[src/rtl/core/rcd_pkg.sv]
`timescale 1ns / 1ps
// ----------------------------------------------------------------------------
// rcd_pkg
// Shared types and constants of the serial channel frame decoder.
// ----------------------------------------------------------------------------
package rcd_pkg;

  localparam int CH_W        = 11;
  localparam int STORE_DEPTH = 12;
  localparam int STICK_LANES = 4;
  localparam int AUX_BITS    = 8;
  localparam int AUX_BASE    = 4;
  localparam int CNT_W       = 7;
  localparam int CFG_IDX_W   = 1;
  localparam int CFG_DATA_W  = 11;
  localparam int FIFO_DEPTH  = 2;

  localparam logic [CH_W-1:0]  CENTER          = 11'd1024;
  localparam logic [CH_W-1:0]  AUX_THR_RST     = 11'd1100;
  localparam logic [CNT_W-1:0] BIND_FRAMES_RST = 7'd120;
  localparam logic [CNT_W-1:0] COUNT_MAX       = 7'd127;

  // Scaling: q = floor((mag * SCALE_N + c) / SCALE_D), SCALE_N / SCALE_D = 0.14662756/147 * 2^14
  localparam int MAG_W     = 11;
  localparam int Q_W       = 15;
  localparam int Y_W       = 40;
  localparam int K1_W      = 25;
  localparam int P1_W      = 36;
  localparam int EST_SHIFT = 20;
  localparam int AXIS_W    = 16;
  localparam int THR_W     = 15;

  localparam longint unsigned SCALE_N_L = 64'd938416384;
  localparam longint unsigned SCALE_D_L = 64'd57421875;

  localparam logic [29:0]          SCALE_N     = 30'(SCALE_N_L);
  localparam logic [25:0]          SCALE_D     = 26'(SCALE_D_L);
  localparam logic [Y_W-1:0]       RND_HALF    = Y_W'(SCALE_D_L / 2);
  localparam logic [Y_W-1:0]       RND_CEIL    = Y_W'(SCALE_D_L - 1);
  localparam logic [K1_W-1:0]      EST_K1      = K1_W'((SCALE_N_L << EST_SHIFT) / SCALE_D_L);
  localparam logic [EST_SHIFT-1:0] EST_K0_HALF =
    EST_SHIFT'(((SCALE_D_L / 2) << EST_SHIFT) / SCALE_D_L);
  localparam logic [EST_SHIFT-1:0] EST_K0_CEIL =
    EST_SHIFT'(((SCALE_D_L - 1) << EST_SHIFT) / SCALE_D_L);

  localparam int ONE_Q14  = 16384;
  localparam int THR_BIAS = 16385;
  localparam int Q_MAX    = 16736;

  typedef enum logic [CFG_IDX_W-1:0] {
    CFG_AUX_THRESHOLD = CFG_IDX_W'(0),
    CFG_BIND_FRAMES   = CFG_IDX_W'(1)
  } cfg_reg_t;

  typedef struct packed {
    logic [STICK_LANES-1:0][CH_W-1:0] stick;
    logic [AUX_BITS-1:0]              aux_bits;
    logic                             bind_mode;
    logic                             link_ready;
  } rcd_frame_t;

  typedef struct packed {
    logic [AUX_BITS-1:0] aux_bits;
    logic                bind_mode;
    logic                link_ready;
  } rcd_side_t;

  typedef struct packed {
    logic push;
  } rcd_push_ctl_t;

endpackage

[src/rtl/core/rcd_fifo.sv]
`timescale 1ns / 1ps
// ----------------------------------------------------------------------------
// rcd_fifo
// Short frame queue between the word front end and the scaling back end.
// ----------------------------------------------------------------------------
module rcd_fifo import rcd_pkg::*; (
  input  logic          clk,
  input  logic          rst_n,
  input  rcd_push_ctl_t push_ctl_in,
  output logic          full,
  input  rcd_frame_t    push_data,
  input  logic          pop,
  output logic          avail,
  output rcd_frame_t    pop_data
);

  localparam int PTR_W = (FIFO_DEPTH > 1) ? $clog2(FIFO_DEPTH) : 1;
  localparam int LVL_W = $clog2(FIFO_DEPTH + 1);

  rcd_frame_t       mem_r [FIFO_DEPTH];
  logic [PTR_W-1:0] wr_ptr_r, wr_ptr_nxt;
  logic [PTR_W-1:0] rd_ptr_r, rd_ptr_nxt;
  logic [LVL_W-1:0] level_r, level_nxt;
  logic             do_push, do_pop;

  assign full     = (level_r == LVL_W'(FIFO_DEPTH));
  assign avail    = (level_r != '0);
  assign pop_data = mem_r[rd_ptr_r];
  assign do_push  = push_ctl_in.push && !full;
  assign do_pop   = pop && avail;

  always_comb begin
    wr_ptr_nxt = wr_ptr_r;
    rd_ptr_nxt = rd_ptr_r;
    level_nxt  = level_r;
    if (do_push) begin
      wr_ptr_nxt = (wr_ptr_r == PTR_W'(FIFO_DEPTH - 1)) ? '0 : wr_ptr_r + PTR_W'(1);
    end
    if (do_pop) begin
      rd_ptr_nxt = (rd_ptr_r == PTR_W'(FIFO_DEPTH - 1)) ? '0 : rd_ptr_r + PTR_W'(1);
    end
    if (do_push && !do_pop) begin
      level_nxt = level_r + LVL_W'(1);
    end else if (do_pop && !do_push) begin
      level_nxt = level_r - LVL_W'(1);
    end
  end

  always_ff @(posedge clk) begin
    if (!rst_n) begin
      wr_ptr_r <= '0;
      rd_ptr_r <= '0;
      level_r  <= '0;
    end else begin
      wr_ptr_r <= wr_ptr_nxt;
      rd_ptr_r <= rd_ptr_nxt;
      level_r  <= level_nxt;
    end
  end

  always_ff @(posedge clk) begin
    if (do_push) begin
      mem_r[wr_ptr_r] <= push_data;
    end
  end

endmodule

[config.mk]
export PLATFORM = sky130hd
export DESIGN_NAME = rcd_fifo
export DESIGN_NICKNAME = d
export VERILOG_FILES = /design/src/rtl/core/rcd_pkg.sv /design/src/rtl/core/rcd_fifo.sv
export SDC_FILE = /design/constraint.sdc
export NUM_CORES = 1
export LEC_CHECK = 0
export ABC_CLOCK_PERIOD_IN_PS = 8800
export BUFFER_PORTS_ARGS = -buffer_cell sky130_fd_sc_hd__buf_2
export CAP_MARGIN = 20
export CORE_MARGIN = 8
export CORE_UTILIZATION = 45
export CTS_BUF_LIST = sky130_fd_sc_hd__clkbuf_4
export DETAILED_ROUTE_END_ITERATION = 10
export PLACE_DENSITY = 0.76
export SYNTH_ARGS = -nofsm -noshare
export SYNTH_HDL_FRONTEND = slang
export SYNTH_SLANG_ARGS = --single-unit
[constraint.sdc]
create_clock -name clk -period 8.8 [get_ports clk]
set_clock_uncertainty 0.2 [all_clocks]
set_input_delay 0.88 -clock clk [delete_from_list [all_inputs] [get_ports clk]]
set_output_delay 0.88 -clock clk [all_outputs]
set_load 0.05 [all_outputs]
==> metrics.md <==
| Metric | Value |
|---|---|
| Run status | `finished clean` |
| Register area share after synthesis | `80.9%` |
| Cell Count Post-Placement | `415` |
| Seq. cell area | `3340 um2` |
| Critical path arrival | `2330 ps` |
| Worst setup margin | `5390 ps` |
| Worst min path class | `flop to flop` |
| Sink Count | `113` |
| Die Height | `112 um` |
| Static Leak | `1.93 nW` |
| Layout cells sized above 1 | `61.0%` |
| Cells taking the most area after synthesis | `edfxtp_1 79%, mux2_2 15%, dfxtp_1 2.4%` |
| Max-cap viol count | `0` |
| VDD IR-drop max | `217 uV` |
| Die W | `112 um` |
| Buffers on Ports | `113` |
| CP endpoint kind | `output pin` |
| Cells on Worst Hold Path | `2` |
| Worst Path Buf+Inv | `2` |
| Design Area, Final | `5110 um2` |
| Highest routed metal layer | `met5` |
| Vias in the first global route | `2,392` |
| Cell variety after synth | `22` |
| Area delta synth->final | `23.8%` |
| CP top delay family | `flip-flops` |
| Gpl congestion | `0.692` |
| Fin. max-slew vios | `0` |
| Post-route ant nets | `0` |
| Row count | `35` |
| Number of DRC markers in iteration 0 | `89` |
| Critical path required time | `7720 ps` |
| FF-to-FF Start | `level_r[0]` |
| Fillers | `713` |
| Worst path slowest cell | `dfxtp_2` |
| Die area | `12,500 um2` |
| GRT Total Usage | `12.4%` |
| Yosys top cell by area | `edfxtp_1` |
| Placed inst area | `4850 um2` |
| DR pass1 iterations | `4` |
| Multi-input gate area | `744 um2` |
| Final Non-Filler Cells | `447` |
| Htree depth | `4` |
| Hold wc startpoint | `level_r[1]` |
| Kind of critical path | `flop to output pin` |
| I/O pins | `114` |
| Met1 WL | `3100 um` |
| Routed wire length | `7610 um` |
| Net Count, Synth | `252` |
| TritonCTS Buffers | `17` |
| Setup TNS | `0 ps` |
| First-pass GRT wire length | `11,900 um` |
| CTS Buffer Depth | `2` |
| CP Depth | `3` |
| Syn Inst Count | `193` |
| DR WL met3 | `529 um` |
| Final setup viols | `0` |
| Largest net degree at the start of global routing | `33` |
| RSZ-0062 raised after global routing | `no` |
| Pwr dens | `329 nW/um2` |
| Minimum clock period after layout | `3410 ps` |
| Crit-path max cell delay | `760 ps` |
| Antenna violations before repair | `1` |
| Crit start category | `flop` |
| Worst-skew pair later-pin latency | `470 ps` |
| CP cell instances | `buf_4 > mux2_2 > buf_2` |
| Ratio of final minimum period to clock period | `38.8%` |
| Core box area | `9060 um2` |
| Post-CTS Setup Bufs | `0` |
| Hold Fails Final Rpt | `0` |
| Flops & latches, synth | `113` |
| Post-Syn Area per Cell | `21.4 um2` |
| Cts hold-fix bufs | `0` |
| Synth warn | `0` |
| CP max FO | `28` |
| Synth Cell Area | `4130 um2` |
| Routed wire per std cell | `17.0 um` |
| Slew HR | `51.6%` |
| DR vias/cell | `4.86` |
| Post-cts sizing count | `0` |
| Worst-margin pin slew | `723 ps` |
| Dpl ws | `5860 ps` |
| CTS tree | `done` |
| Most common cell after layout, fill and taps aside | `buf_2` |
| Root buf cell | `clkbuf_4` |
| Initial core utilization | `45.6%` |
| Clock transition at path regs | `90 ps` |
| F_max | `0.293 GHz` |
| Util after Layout | `56.4%` |
| Yosys top cell area share | `78.5%` |
| NumNets Final | `382` |
| Most frequent cells in the layout | `113 x buf_2, 108 x edfxtp_1, 54 x mux2_2, 19 x clkbuf_4, 5 x clkinv_2` |
| Worst R2R Path Depth | `4` |
| Total gr overflow | `0` |
| DRC viols | `0` |
| DP HPWL | `5240 um` |
| Routed vias | `2,174` |
| Met2 wire len | `3840 um` |
| ANT cells | `0` |
[cells by family (layout without fill, tap and decap cells)]
kind of cell	after synthesis	in the layout	synth area share, %
AOI/OAI and AO/OA	5	5	0.788
adders and majority gates	1	1	0.303
xor gates and xnor gates	3	3	0.636
and+or+nand+nor	9	9	1.39
buffers and inverters	8	151	1.21
DFF	113	113	80.9
muxes	54	54	14.7
[where the power goes]
group	switching, mW	total, mW	internal, mW
Combinational	0.440	0.619	0.179
Sequential	0.0355	0.711	0.675
Clock	0.185	0.355	0.170
[registers in the layout, summed over array words and instances, names as in the netlist, named ones only]
register,cells
rd_ptr_r,1
wr_ptr_r,1
mem_r,108
level_r,2
[layer usage]
layer  vias to the layer above  track usage [%]
li1                       1025                -
met1                      1059             13.4
met2                        73             20.3
met3                        15             5.79
met4                         2             6.02
met5                         -                0
[synth_stat cells]
cell type and count:
buf_2 1, edfxtp_1 108, nand2b_1 1, buf_4 5
o21ai_0 1, and2_1 3, nor2_1 1, a21boi_0 1
ha_1 1, mux2_2 54, or3_1 1, inv_2 1
or2_2 1, xnor2_1 2, xor2_1 1, nor3_2 1
dfxtp_1 5, o21ai_1 1, and3_1 1, o21a_1 1
a21boi_1 1, inv_1 1
[metrics by stage]
step | power (mW) | hold WS [ps]
3_5_place_dp | 1.35 | 319
4_1_cts | 1.71 | 318
3_3_place_gp | 1.34 | 301
6_report | 1.68 | 330
2_1_floorplan | 1.21 | 279
5_1_grt | 1.76 | 310
[path summary, 6_finish.rpt]
path / slack, ps / endpoint
max: 5390 / pop_data[44]
min: 330 / level_r[1]
max reg2reg: 6520 / mem_r[0][34]
min reg2reg: 330 / level_r[1]
[worst min-delay path: cells and delay by family, from the launching register on]
| kind | cells | cell delay [ps] |
|---|---|---|
| flip-flops | 1 | 350 |
| AO/OA/AOI/OAI | 2 | 140 |
[area by class of cell]
class | count | share of cell area [%]
sequential | 113 | 65.4
clock inverter | 13 | 2.35
inverter | 2 | 0.147
timing repair buffer | 117 | 12.0
clock buffer | 19 | 2.79
multi-input combinational | 72 | 14.6
tap | 111 | 2.72
No activity file was read; power rests on OpenSTA's default activity.
