===== src/rtl/core/rcd_pkg.sv =====
`timescale 1ns / 1ps
// ----------------------------------------------------------------------------
// rcd_pkg
// Shared types and constants of the serial channel frame decoder.
// ----------------------------------------------------------------------------
package rcd_pkg;

  localparam int CH_W        = 11;
  localparam int STORE_DEPTH = 12;
  localparam int STICK_LANES = 4;
  localparam int AUX_BITS    = 8;
  localparam int AUX_BASE    = 4;
  localparam int CNT_W       = 7;
  localparam int CFG_IDX_W   = 1;
  localparam int CFG_DATA_W  = 11;
  localparam int FIFO_DEPTH  = 2;

  localparam logic [CH_W-1:0]  CENTER          = 11'd1024;
  localparam logic [CH_W-1:0]  AUX_THR_RST     = 11'd1100;
  localparam logic [CNT_W-1:0] BIND_FRAMES_RST = 7'd120;
  localparam logic [CNT_W-1:0] COUNT_MAX       = 7'd127;

  // Scaling: q = floor((mag * SCALE_N + c) / SCALE_D), SCALE_N / SCALE_D = 0.14662756/147 * 2^14
  localparam int MAG_W     = 11;
  localparam int Q_W       = 15;
  localparam int Y_W       = 40;
  localparam int K1_W      = 25;
  localparam int P1_W      = 36;
  localparam int EST_SHIFT = 20;
  localparam int AXIS_W    = 16;
  localparam int THR_W     = 15;

  localparam longint unsigned SCALE_N_L = 64'd938416384;
  localparam longint unsigned SCALE_D_L = 64'd57421875;

  localparam logic [29:0]          SCALE_N     = 30'(SCALE_N_L);
  localparam logic [25:0]          SCALE_D     = 26'(SCALE_D_L);
  localparam logic [Y_W-1:0]       RND_HALF    = Y_W'(SCALE_D_L / 2);
  localparam logic [Y_W-1:0]       RND_CEIL    = Y_W'(SCALE_D_L - 1);
  localparam logic [K1_W-1:0]      EST_K1      = K1_W'((SCALE_N_L << EST_SHIFT) / SCALE_D_L);
  localparam logic [EST_SHIFT-1:0] EST_K0_HALF =
    EST_SHIFT'(((SCALE_D_L / 2) << EST_SHIFT) / SCALE_D_L);
  localparam logic [EST_SHIFT-1:0] EST_K0_CEIL =
    EST_SHIFT'(((SCALE_D_L - 1) << EST_SHIFT) / SCALE_D_L);

  localparam int ONE_Q14  = 16384;
  localparam int THR_BIAS = 16385;
  localparam int Q_MAX    = 16736;

  typedef enum logic [CFG_IDX_W-1:0] {
    CFG_AUX_THRESHOLD = CFG_IDX_W'(0),
    CFG_BIND_FRAMES   = CFG_IDX_W'(1)
  } cfg_reg_t;

  typedef struct packed {
    logic [STICK_LANES-1:0][CH_W-1:0] stick;
    logic [AUX_BITS-1:0]              aux_bits;
    logic                             bind_mode;
    logic                             link_ready;
  } rcd_frame_t;

  typedef struct packed {
    logic [AUX_BITS-1:0] aux_bits;
    logic                bind_mode;
    logic                link_ready;
  } rcd_side_t;

  typedef struct packed {
    logic push;
  } rcd_push_ctl_t;

endpackage


===== src/rtl/core/rcd_if.sv =====
`timescale 1ns / 1ps
// ----------------------------------------------------------------------------
// rcd_if
// Valid/ready channels of the decoder: channel word beats in, frame results out.
// ----------------------------------------------------------------------------
interface rcd_in_if;
  logic       valid;
  logic       ready;
  logic [7:0] word_high;
  logic [7:0] word_low;
  logic       last;

  modport source (output valid, word_high, word_low, last, input ready);
  modport sink   (input valid, word_high, word_low, last, output ready);
endinterface



===== src/rtl/core/rcd_front.sv =====
`timescale 1ns / 1ps
// ----------------------------------------------------------------------------
// rcd_front
// Word unpack, channel store, frame tracking, bind counter and aux compare.
// ----------------------------------------------------------------------------
module rcd_front import rcd_pkg::*; #(
  parameter int NUM_CHANNELS = 12
) (
  input  logic                  clk,
  input  logic                  rst_n,
  input  logic                  cfg_we,
  input  logic [CFG_IDX_W-1:0]  cfg_index,
  input  logic [CFG_DATA_W-1:0] cfg_wdata,
  rcd_in_if.sink                in_ch,
  input  logic                  queue_full,
  output rcd_push_ctl_t         push_ctl,
  output rcd_frame_t            push_data
);

  localparam int LIVE_CH = (NUM_CHANNELS < STORE_DEPTH) ? NUM_CHANNELS : STORE_DEPTH;

  logic [CH_W-1:0]  store_r [LIVE_CH];
  logic [CH_W-1:0]  store_nxt [LIVE_CH];
  logic [CH_W-1:0]  view [STORE_DEPTH];
  logic [CH_W-1:0]  aux_thr_r;
  logic [CNT_W-1:0] bind_frames_r;
  logic [CNT_W-1:0] good_cnt_r, good_cnt_nxt;
  logic             frame_good_r, frame_good_nxt;
  logic             bind_flag_r, bind_flag_nxt;
  logic             ready_flag_r, ready_flag_nxt;
  logic             acc, hit, good_now, fire;
  logic [3:0]       ch;
  logic [CH_W-1:0]  val;
  logic [CNT_W:0]   inc;
  logic [CNT_W-1:0] n_sat;

  assign in_ch.ready = !queue_full;
  assign acc         = in_ch.valid && !queue_full;
  assign ch          = in_ch.word_high[6:3];
  assign val         = {in_ch.word_high[2:0], in_ch.word_low};
  assign hit         = ({1'b0, ch} < 5'(LIVE_CH));
  assign good_now    = frame_good_r || (acc && hit);
  assign fire        = acc && in_ch.last && good_now;

  for (genvar i = 0; i < STORE_DEPTH; i++) begin : g_view
    if (i < LIVE_CH) begin : g_live
      assign store_nxt[i] = (acc && hit && (ch == 4'(i))) ? val : store_r[i];
      assign view[i]      = store_nxt[i];
    end else begin : g_dead
      assign view[i] = '0;
    end
  end

  assign inc   = {1'b0, good_cnt_r} + (CNT_W + 1)'(1);
  assign n_sat = (inc > {1'b0, COUNT_MAX}) ? COUNT_MAX : inc[CNT_W-1:0];

  always_comb begin
    frame_good_nxt = fire ? 1'b0 : good_now;
    good_cnt_nxt   = good_cnt_r;
    bind_flag_nxt  = bind_flag_r;
    ready_flag_nxt = ready_flag_r;
    if (fire) begin
      good_cnt_nxt = n_sat;
      if (n_sat < bind_frames_r) begin
        bind_flag_nxt = 1'b1;
      end
      if (n_sat > bind_frames_r) begin
        ready_flag_nxt = 1'b1;
        bind_flag_nxt  = 1'b0;
        good_cnt_nxt   = bind_frames_r + CNT_W'(1);
      end
    end
  end

  always_comb begin
    push_ctl.push = fire;
    for (int l = 0; l < STICK_LANES; l++) begin
      push_data.stick[l] = view[l];
    end
    for (int a = 0; a < AUX_BITS; a++) begin
      push_data.aux_bits[a] = (view[a + AUX_BASE] > aux_thr_r);
    end
    push_data.bind_mode  = bind_flag_nxt;
    push_data.link_ready = ready_flag_nxt;
  end

  always_ff @(posedge clk) begin
    if (!rst_n) begin
      aux_thr_r     <= AUX_THR_RST;
      bind_frames_r <= BIND_FRAMES_RST;
    end else if (cfg_we) begin
      unique case (cfg_index)
        CFG_AUX_THRESHOLD: aux_thr_r     <= cfg_wdata;
        CFG_BIND_FRAMES:   bind_frames_r <= cfg_wdata[CNT_W-1:0];
        default: ;
      endcase
    end
  end

  always_ff @(posedge clk) begin
    if (!rst_n) begin
      frame_good_r <= 1'b0;
      good_cnt_r   <= '0;
      bind_flag_r  <= 1'b0;
      ready_flag_r <= 1'b0;
      for (int i = 0; i < LIVE_CH; i++) begin
        store_r[i] <= '0;
      end
    end else begin
      frame_good_r <= frame_good_nxt;
      good_cnt_r   <= good_cnt_nxt;
      bind_flag_r  <= bind_flag_nxt;
      ready_flag_r <= ready_flag_nxt;
      for (int i = 0; i < LIVE_CH; i++) begin
        store_r[i] <= store_nxt[i];
      end
    end
  end

  a_ready_sticky: assert property (@(posedge clk) disable iff (!rst_n)
    ready_flag_r |=> ready_flag_r)
    else $error("link ready flag dropped");

  a_frame_closed: assert property (@(posedge clk) disable iff (!rst_n)
    push_ctl.push |=> !frame_good_r)
    else $error("frame still marked good after its result");

  a_count_moves: assert property (@(posedge clk) disable iff (!rst_n)
    push_ctl.push |=> (good_cnt_r != '0))
    else $error("good frame count zero after a good frame");

endmodule


===== src/flat_wrapper.sv =====
// flat-port wrapper written by rule: the top's interface ports become plain ports
module rcd_front_flat import rcd_pkg::*;
#(
  parameter int NUM_CHANNELS = 12
)
  (clk, rst_n, cfg_we, cfg_index, cfg_wdata, queue_full, push_ctl, push_data, in_ch_valid, in_ch_word_high, in_ch_word_low, in_ch_last, in_ch_ready);
  rcd_in_if in_ch_i ();
  input  logic clk;
  input  logic rst_n;
  input  logic cfg_we;
  input  logic [CFG_IDX_W-1:0] cfg_index;
  input  logic [CFG_DATA_W-1:0] cfg_wdata;
  input  logic queue_full;
  output rcd_push_ctl_t push_ctl;
  output rcd_frame_t push_data;
  input wire logic [$bits(in_ch_i.valid)-1:0] in_ch_valid;
  input wire logic [$bits(in_ch_i.word_high)-1:0] in_ch_word_high;
  input wire logic [$bits(in_ch_i.word_low)-1:0] in_ch_word_low;
  input wire logic [$bits(in_ch_i.last)-1:0] in_ch_last;
  output wire logic [$bits(in_ch_i.ready)-1:0] in_ch_ready;
  assign in_ch_i.valid = in_ch_valid;
  assign in_ch_i.word_high = in_ch_word_high;
  assign in_ch_i.word_low = in_ch_word_low;
  assign in_ch_i.last = in_ch_last;
  assign in_ch_ready = in_ch_i.ready;
  rcd_front #(.NUM_CHANNELS(NUM_CHANNELS)) u_core (.clk(clk), .rst_n(rst_n), .cfg_we(cfg_we), .cfg_index(cfg_index), .cfg_wdata(cfg_wdata), .in_ch(in_ch_i), .queue_full(queue_full), .push_ctl(push_ctl), .push_data(push_data));
endmodule

===== config.mk =====
export PLATFORM = sky130hd
export DESIGN_NAME = rcd_front_flat
export DESIGN_NICKNAME = d
export VERILOG_FILES = /design/src/rtl/core/rcd_pkg.sv /design/src/rtl/core/rcd_if.sv /design/src/rtl/core/rcd_front.sv /design/src/flat_wrapper.sv
export SDC_FILE = /design/constraint.sdc
export NUM_CORES = 1
export LEC_CHECK = 0
export ABC_AREA = 1
export CORE_MARGIN = 2
export CORE_UTILIZATION = 52
export CTS_CLUSTER_DIAMETER = 150
export DETAILED_ROUTE_END_ITERATION = 12
export DONT_BUFFER_PORTS = 1
export GPL_TIMING_DRIVEN = 0
export PLACE_DENSITY_LB_ADDON = 0.2
export SYNTH_ARGS = -nofsm -noshare
export SYNTH_HDL_FRONTEND = slang
export SYNTH_SLANG_ARGS = --single-unit

===== constraint.sdc =====
create_clock -name clk -period 2.9 [get_ports clk]
set_clock_uncertainty 0.15 [all_clocks]
set_input_delay 0.58 -clock clk [delete_from_list [all_inputs] [get_ports clk]]
set_output_delay 0.58 -clock clk [all_outputs]
set_load 0.05 [all_outputs]

==> impl_metrics.ini <==
[timing]
hold_viol = 0
hold_ws_ns = 0.120
slew_viol_final = 0
timing.final.ws_setup_ns = -0.375
period_needed_ns = 3.28
slew_headroom = 0.464
setup_viol_count_final = 10
setup-tns-final_ns = -3.08
tightest_slew_ns = 0.803
max_clock_freq_mhz = 305
rsz0062_at_grt = true
fin_crit_sh = 1.13

[drt]
avgViaCountPerCell = 5.27
finalWirelength_um = 30000
drt_pass1_iterations = 5
route.detailed.drc = 0
drtIter0Drc = 585
wl_per_cell_um = 17.1
drtAntennaViolNets = 0
dr_total_vias = 9248

[global_route]
grt-ovfl-total = 0
grt_pass1_wl_um = 43900
grt_pass1_vias = 8356
antenna_found_initial = 0
grt_max_degree = 17
track_usage = 0.279

[clock_network]
numCtsBuffers = 17
clock_sinks = 160
clock_path_buffers = 2
root_buffer = clkbuf_16
clk_latency_ns = 0.44
htree_num_levels = 4
cts_tree = done
clk_pin_slew_ns = 0.07

[layout]
finalCoreUtilization = 0.636
fin_nets = 1607
num_antenna_cells = 0
instances_no_fill = 1754
fin_area_um2 = 12400
drive_above_1_share = 0.273
area_growth_pct = 20.2

[placed_design]
hpwl_um = 18500
dpl_cell_area_um2 = 10700
dp.cells = 1686
pre_cts_slack_ns = -0.816
globalplace.congestion = 0.847
numPortBuffers = 0

[synth]
syn_area_um2 = 10300
synth-xor-area-share = 0.00425
async_flop_share = 0
synthSimpleGateAreaFrac = 0.165
yosysWarnings = 0
netlist_instances = 1421
synth-edff-count = 0
yosysTopAreaCellShare = 0.311
yosys-top-cells-area = dfxtp_1 31%, ha_1 12%, inv_1 11%, nand2_1 9.6%, a211oi_2 7.9%
synth_fa_ha_area_frac = 0.118
synth_ff_type = dfxtp_1
synthMuxAreaShare = 0
ys_seq_area_frac = 0.311
ys_ff_latch = 160
yosysUniqueCellTypes = 31
synth_top_family_by_area = compound AO/OA/AOI/OAI gates
yosys.area.top_type = dfxtp_1
synth_compound_area_frac = 0.220
avgSynthCellArea_um2 = 7.25
synthesis.nets = 1552

[critical_path]
cp.arrival_ns = 2.55
cp-endpoint = push_data[4]
critPathKind = input port to output pin
critical_path_peak_fanout = 10
r2r_slack_ns = 0.42
worstReg2RegStart = u_core.good_cnt_r[1]
startpoint = queue_full
r2r_end = u_core.good_cnt_r[4]
r2r_cells = 15
start_kind = input port
worst_ep_required_time_ns = 2.17
endpoint_kind = output pin

[die]
row_count = 51
die_area_um2 = 21000
die_width_um = 145
initial_core_util = 0.529
io_pins = 90
die_y_um = 145
core_area_um2 = 19500

[worst_hold_path]
min_path_type = input port to register

[power]
total_power_mw = 5.39
power_density_nw_per_um2 = 436
p_leak_nw = 5.87
ir_drop_uv = 400

[run_status]
status = complete, but fails checks
violations = setup timing

[job]
cap_violations = 0
Yosys cell counts, drive strengths merged (10+ instances only):
cell	number
dfxtp	160
buf	88
nand4	10
ha	97
o21ai	64
nand3	41
nand2	268
a211oi	93
clkbuf	25
inv	316
nor2	86
a21oi	147
cell type report:
type                    instances  area [µm²]
flip-flops and latches        160        3220
repair inverters                1        6.26
clock buffers                  18         439
fillers                      1668        7080
plain buffers                 113         895
well taps                     265         332
inverters                     317        1240
clock inverters                14         180
repair buffers                 34         280
multi-input cells             832        5790
worst max-delay path, stage by stage:
cell        delay [ns]
nor2_4            0.15
buf_6             0.13
nand2_2           0.08
nor2_4            0.20
buf_6             0.20
a21oi_1           0.08
ha_1              0.32
nand2_1           0.06
nor2_1            0.21
nand4_1           0.14
nand2_2           0.13
clkinvlp_4        0.25
cells in the final DEF, fill, tap and decap left out, types with 5 or more instances in the layout:
cell type and count:
a21oi_2 44, buf_8 5, nand2_2 27, o21ai_0 22, a211oi_1 28, nand2_1 233, o21a_1 8, nand2_4 9
clkbuf_1 12, clkbuf_16 18, o21ai_2 19, buf_6 16, o211ai_1 8, a211oi_2 65, buf_2 17, ha_4 12
nand3_1 36, inv_2 14, o21ai_1 23, dfxtp_1 154, a21oi_1 103, clkbuf_8 7, nor2_4 12, nand4_1 9
buf_4 83, clkinv_4 5, ha_1 85, nor2_2 10, nor2_1 64, clkinvlp_4 10, inv_1 289
metal layers:
metal | wire (µm) | GRT usage | part of all wire
met1 | 13400 | 0.366 | 0.45
met2 | 13300 | 0.450 | 0.44
met3 | 2230 | 0.0556 | 0.074
met4 | 1100 | 0.110 | 0.037
met5 | 0 | 0 | 0
how the worst min path moves through the flow:
stage	startpoint	depth (start not counted)	slack, ns	end
detailed placement	u_core.ready_flag_r	2	0.32	u_core.ready_flag_r
global route	cfg_wdata[6]	2	0.12	u_core.aux_thr_r[6]
CTS	cfg_wdata[6]	2	0.12	u_core.bind_frames_r[6]
finish	cfg_wdata[3]	2	0.12	u_core.aux_thr_r[3]
floorplan	u_core.ready_flag_r	2	0.29	u_core.ready_flag_r
global placement	u_core.ready_flag_r	2	0.30	u_core.ready_flag_r
where the power goes:
| group | switching, mW | internal, mW | total [mW] |
|---|---|---|---|
| logic | 0.527 | 0.220 | 0.747 |
| registers | 0.0211 | 2.23 | 2.26 |
| clock network | 0.999 | 1.39 | 2.39 |
| total | 1.55 | 3.85 | 5.39 |
flip-flops by register name, summed over array words and instances, names as in the netlist:
register / flops
u_core.frame_good_r: 1
u_core.ready_flag_r: 1
u_core.bind_flag_r: 1
u_core.good_cnt_r: 7
u_core.store_r: 132
u_core.aux_thr_r: 11
u_core.bind_frames_r: 7
repair_timing:
action	CTS	global route
pin swaps	33	32
cloned	2	5
setup endpoints to repair	10	10
hold buffers	0	0
gates resized for setup	128	84
setup buffers	17	12
kinds of logic after synthesis:
group	count (synthesis)
buf+inv	430
simple gates	409
compound gates	320
flops	160
fa+ha+maj	97
xor+xnor	5
No activity file was read; power rests on OpenSTA's default activity.
